[src/sv/tgi_pkg.sv]
package tgi_pkg;

	localparam int GRID_X_DEF = 16;
	localparam int GRID_Y_DEF = 16;
	localparam int GRID_Z_DEF = 16;
	localparam int NUM_COMPONENTS_DEF = 3;

	localparam int COORD_W = 32;
	localparam int NODE_W = 16;
	localparam int FRAC_W = 17;
	localparam int FRAC_ONE = 65536;
	localparam int CFG_IDX_W = 3;

	localparam logic [CFG_IDX_W-1:0] REG_ORIGIN_X = 3'd0;
	localparam logic [CFG_IDX_W-1:0] REG_ORIGIN_Y = 3'd1;
	localparam logic [CFG_IDX_W-1:0] REG_ORIGIN_Z = 3'd2;
	localparam logic [CFG_IDX_W-1:0] REG_RECIP_X = 3'd3;
	localparam logic [CFG_IDX_W-1:0] REG_RECIP_Y = 3'd4;
	localparam logic [CFG_IDX_W-1:0] REG_RECIP_Z = 3'd5;

	localparam logic CMD_WRITE = 1'b0;
	localparam logic CMD_QUERY = 1'b1;

	typedef struct packed {
		logic       valid;
		logic       query;
		logic       comp_ok;
		logic       wr;
		logic [1:0] comp;
	} ctl_t;

	typedef struct packed {
		logic [3:0]               ix;
		logic [3:0]               iy;
		logic [3:0]               iz;
		logic signed [NODE_W-1:0] value;
	} wr_t;

endpackage

[src/sv/tgi_axis.sv]
module tgi_axis #(
	parameter int N = tgi_pkg::GRID_X_DEF,
	parameter int IW = $clog2(N)
) (
	input  logic                               clk,
	input  logic                               en,
	input  logic signed [tgi_pkg::COORD_W-1:0] q,
	input  logic signed [tgi_pkg::COORD_W-1:0] org,
	input  logic        [tgi_pkg::COORD_W-1:0] rcp,
	output logic        [IW-1:0]               idx,
	output logic        [tgi_pkg::FRAC_W-1:0]  frac
);

	localparam logic [47:0] LIM = 48'(N - 1) << 16;

	logic signed [tgi_pkg::COORD_W:0] diff;
	logic [tgi_pkg::COORD_W-1:0]      pos_s2;
	logic [63:0]                      prod_s3;
	logic [47:0]                      t;
	logic [47:0]                      tc;
	logic [IW-1:0]                    ihi;

	assign diff = {q[tgi_pkg::COORD_W-1], q} - {org[tgi_pkg::COORD_W-1], org};
	assign t = prod_s3[63:16];
	assign tc = (t > LIM) ? LIM : t;
	assign ihi = tc[16 +: IW];

	always_ff @(posedge clk) begin
		if (en) begin
			// below the origin the coordinate clamps to the first node
			pos_s2 <= (!diff[tgi_pkg::COORD_W] && diff != '0) ?
				diff[tgi_pkg::COORD_W-1:0] : '0;
			prod_s3 <= 64'(pos_s2) * 64'(rcp);
			if (ihi == IW'(N - 1)) begin
				idx <= IW'(N - 2);
				frac <= tgi_pkg::FRAC_W'(tgi_pkg::FRAC_ONE);
			end else begin
				idx <= ihi;
				frac <= {1'b0, tc[15:0]};
			end
		end
	end

endmodule

[config.mk]
export PLATFORM = sky130hd
export DESIGN_NAME = tgi_axis
export DESIGN_NICKNAME = d
export VERILOG_FILES = /design/src/sv/tgi_pkg.sv /design/src/sv/tgi_axis.sv
export SDC_FILE = /design/constraint.sdc
export NUM_CORES = 2
export LEC_CHECK = 0
export BUFFER_PORTS_ARGS = -buffer_cell sky130_fd_sc_hd__buf_2
export CELL_PAD_IN_SITES_DETAIL_PLACEMENT = 2
export CELL_PAD_IN_SITES_GLOBAL_PLACEMENT = 2
export CORE_MARGIN = 3
export CORE_UTILIZATION = 43
export CTS_BUF_LIST = sky130_fd_sc_hd__clkbuf_4
export CTS_CLUSTER_DIAMETER = 60
export DETAILED_ROUTE_END_ITERATION = 8
export GPL_TIMING_DRIVEN = 0
export PLACE_DENSITY_LB_ADDON = 0.2
export SETUP_SLACK_MARGIN = 0.4
export SYNTH_ARGS = -nofsm -noshare
export SYNTH_HDL_FRONTEND = slang
export SYNTH_SLANG_ARGS = --single-unit
export TNS_END_PERCENT = 10
[constraint.sdc]
create_clock -name clk -period 9.3 [get_ports clk]
set_input_delay 0.93 -clock clk [delete_from_list [all_inputs] [get_ports clk]]
set_output_delay 0.93 -clock clk [all_outputs]
set_load 0.01 [all_outputs]
# Yosys cells after proc, flatten, opt, wreduce, memory -nomap -nowiden
# Cells that the tools add are included.
[op_classes]
addsub = 1
n_mul = 1
magnitude_cmp = 1
eq_ne = 1
muxes = 2
n_reduce_logical = 4
[ops]
columns = ["cell", "count"]
rows = [
  ["multiplier 32 x 32 -> 64 bit", 1],
  ["> comparator 48 x 20 -> 1 bit, second input constant", 1],
  ["nonzero test 33 bit", 1],
  ["subtractor 32 x 32 -> 33 bit", 1],
  ["two-way mux 20 bit", 1],
  ["two-way mux 17 bit", 1],
  ["== test 4 bit, second input constant", 1],
  ["OR reduction 2 bit", 1],
  ["logical AND 1 bit", 1],
  ["zero test 1 bit", 1],
]
[totals]
register_bits = 117
inputBits = 98
out_inout_bits = 21
wordCells = 15

# Depth between registers and ports, before layout
[logic_depth]
ltp_word = 4
mapped_depth = 29
mapped_depth_nobuf = 28

# Worst setup path after synthesis
# No wires, ideal clock.
[synth_path]
kind = "input port to flip-flop"
from = "in rcp[2] (netlist bit)"
to = "reg prod_s3[51], data pin"
arrival_ns = 7.503
t_required_ns = 9.040
setup_slack_ns = 1.537
stages = 25
n_path_buf = 1
path_cell_list = "clkbuf_1 > and2_1 > fa_1 > inv_1 > fa_1 > fa_1 > fa_1 > inv_1 > fa_1 > inv_1 > fa_1 > inv_1 > fa_1 > fa_1 > ha_1 > a211o_1 > a21oi_2 > nand2_1 > a211o_1 > and3_4 > a21o_1 > a31oi_4 > o21bai_2 > a311oi_2 > xnor2_1"
[synth_between]
elab_chain_cells = 1
[synth_lines]
columns = ["element", "line_no", "rtl"]
rows = [
  ["start: declaration", "tgi_axis.sv:9", "input logic [tgi_pkg::COORD_W-1:0] rcp,"],
  ["multiplier 32 x 32 -> 64 bit", "tgi_axis.sv:33", "prod_s3 <= 64'(pos_s2) * 64'(rcp);"],
  ["end signal: assignment", "tgi_axis.sv:33", ""],
  ["end: declaration", "tgi_axis.sv:18", "logic [63:0] prod_s3;"],
]
# Every way passes these cells.
# A chain may end at the register's enable or synchronous reset.

# Worst setup path after layout
[layout_path]
from = "reg pos_s2[4] (netlist bit)"
to = "reg prod_s3[62], data pin"
[layout_between]
elab_chain_cells = 1
[layout_lines]
columns = ["element", "line_no", "rtl"]
rows = [
  ["start: declaration", "tgi_axis.sv:17", "logic [tgi_pkg::COORD_W-1:0] pos_s2;"],
  ["start signal: assignment", "tgi_axis.sv:31", "pos_s2 <= (!diff[tgi_pkg::COORD_W] && diff != '0) ?"],
  ["multiplier 32 x 32 -> 64 bit", "tgi_axis.sv:33", ""],
]
# Every way passes these cells.

==> results by group <==
Logic synthesis
  • Top-count cell post-synth: inv_1
  • Count of flip-flops with a built-in enable after synthesis: 101
  • Syn_area_per_cell: 9.404 um2
  • Synthesized cell area: 37690 um2
  • #FFs+latches synth: 101
  • Register area share after synthesis: 0.08047
  • Synth Warn #: 0
  • Post-synth top area share: 0.4759
  • Post-synthesis async set-or-reset flop share: 0
  • Post-Synthesis Cells: 4008
  • Commonest cells in the netlist: 946 x inv_1, 896 x fa_1, 641 x and2_1, 450 x nand2_1, 292 x ha_1
  • Count of cell types in the netlist: 61
  • Leading area contributor after synthesis: fa_1
  • Syn_nets: 5294
  • Main synth FF type: edfxtp_1
  • Synth top area cells: fa_1 48%, and2_1 11%, ha_1 9.7%, inv_1 9.4%, edfxtp_1 8.0%

CTS
  • Clock slew at reported path FFs: 0.28 ns
  • Clock Sink Count: 101
  • CTS tree: done
  • Cts bufs inserted: 9
  • Max Root-Sink Buffers: 2
  • CTS H-Tree Depth: 3
  • Root Driver: clkbuf_4
  • Clk Latency, worst-skew pair: 0.73 ns

Setup path
  • Setup crit end kind: flip-flop
  • Reg2reg path depth: 24
  • Top cell family by delay on the critical path: adder cells
  • CP max stage cell: clkbuf_1
  • CP startpoint kind: flip-flop
  • Levels on crit path: 24
  • WP data required: 9.76 ns
  • Crit path cell chain: clkbuf_1 -> and2_1 -> fa_1 -> inv_1 -> fa_1 -> fa_1 -> inv_1 -> ha_1 -> fa_1 -> fa_1 -> fa_1 -> inv_1 -> fa_1 -> inv_1 -> ha_1 -> and4_1 -> and3_1 -> nor3b_1 -> o21ai_1 -> and3_1 -> o31ai_4 -> a21boi_1 -> o21bai_1 -> xor2_1
  • CP arrival: 9.20 ns
  • Crit-path max FO: 10
  • Buf+Inv Stages, Crit Path: 5
  • Critical Path Most Common Cell: fa_1
  • CP Class: flip-flop to flip-flop
  • Peak per-stage delay on the critical path: 0.86 ns

Global route
  • First-pass GRT wire length: 234000 um
  • Total GRT Usage: 0.3634
  • Number of global-route vias before repair: 34770
  • Largest net degree at the start of global routing: 61
  • GRT overflow: 0
  • Initial antenna violation count: 33

Timing
  • RSZ-0062 raised after global routing: false
  • Actual slew at the worst max-slew pin: 1.221 ns
  • Final setup skew: 0.07563 ns
  • Max Clk Rate: 114.4 MHz
  • Worst hold slack: 0.5376 ns
  • Final period utilization: 0.9397
  • Slew margin rel.: 0.1858
  • Crit path time final: 8.739 ns
  • Final Max Tran Viols: 0
  • Final hold violations: 0
  • Final setup vio count: 0

Die
  • Die width: 302.1 um
  • Initial Util: 0.4378
  • Die span in y: 302.1 um
  • Core Region: 86080 um2
  • Ports: 119
  • Cell Rows: 107
  • Die area: 91240 um2

Route
  • Post-route ant nets: 0
  • Drc violations: 0
  • First DRT Iteration DRCs: 2218
  • Vias: 29980
  • DRT Pass-1 Iters: 6
  • Wire per inst: 30.48 um
  • Vias/cell: 5.620
  • Post-Route WL: 162600 um

Finish
  • Final cell count without fillers: 5334
  • Fin util: 0.4672
  • Layout Nets: 5439
  • Fraction of layout cells with a size suffix above 1: 0.05940
  • Area delta synth->final: 6.699%

Placement
  • # placed instances: 5271
  • Global placer's final weighted congestion: 0.9741
  • Port bufs: 118
  • DP Wirelength: 136300 um

Hold path
  • Hold Path Stages: 1
  • Hold WC Path Type: flip-flop to flip-flop

Status
  • Outcome: completed

Run
  • Max cap viols: 0
[cell type report]
type                       instances  area (um2)
clock buffer                       9       67.56
multi-input combinational       2757       30350
sequential                       101        3033
timing repair buffer             134       733.2
fill                            9358       45870
tap                             1144        1431
clock inverter                     7       67.56
antenna                           32       80.08
inverter                         946        3551
buffer                           204       897.1
[cells by family after synthesis]
family	after synthesis	share of synthesized area
simple gates	1254	0.1737
fa+ha+maj	1188	0.5729
buf+inv	1150	0.1146
compound gates	243	0.04166
flops	101	0.08047
xor+xnor	72	0.01673
[registers in the layout, indices dropped and copies added, names as in the netlist]
signal,cells
idx,4
pos_s2,32
prod_s3,48
frac,17
[cells in the final DEF, fill, tap and decap left out, types with 11 or more instances in the layout]
master	synthesis	routed
a21o_1	33	33
a21oi_1	83	83
a31oi_1	11	11
and2_1	641	641
and3_1	11	11
buf_2	2	126
buf_4	0	16
clkbuf_1	200	113
clkbuf_2	0	74
clkbuf_4	0	13
diode_2	0	32
edfxtp_1	101	101
fa_1	896	896
ha_1	292	292
inv_1	946	946
nand2_1	450	450
nand3_1	12	12
nand4_1	17	17
nor2_1	64	64
nor2b_1	12	12
nor3_1	16	16
o21a_1	13	13
o21ai_0	34	34
xnor2_1	48	48
xor2_1	24	24
[final timing paths]
kind	start	endpoint	slack [ns]
min	prod_s3[22]	frac[6]	0.54
max	pos_s2[4]	prod_s3[62]	0.56
max reg2reg	pos_s2[4]	prod_s3[62]	0.56
min reg2reg	prod_s3[22]	frac[6]	0.54
[routing by layer]
| metal | GRT usage | vias to the layer above | wire length, um |
|---|---|---|---|
| met1 | 0.4336 | 16030 | 59660 |
| met3 | 0.06144 | 516 | 11330 |
| met5 | 0 | - | 0 |
| met4 | 0.2755 | 0 | 14070 |
| li1 | - | 12090 | - |
| met2 | 0.5895 | 1348 | 77510 |
[what timing repair did]
| item | in CTS | in global routing |
|---|---|---|
| buffers inserted | 0 | 15 |
| hold buffers | 0 | 0 |
| resized for setup | 21 | 208 |
| setup endpoints to repair | 13 | 21 |
| pin swaps | 0 | 1 |
[through the flow]
step	worst slack (ns)	instance area [um2]	TNS (ns)
after floorplan	1.537	37690	0
after global placement	-0.3478	39710	-1.182
after detailed placement	-0.5054	39740	-2.812
after CTS	0.3728	39910	0
after global routing	0.3752	40150	0
final	0.5612	40210	0
Power is not shown: default switching activity piles up to over one toggle a cycle in this logic, so the estimate is an artifact.
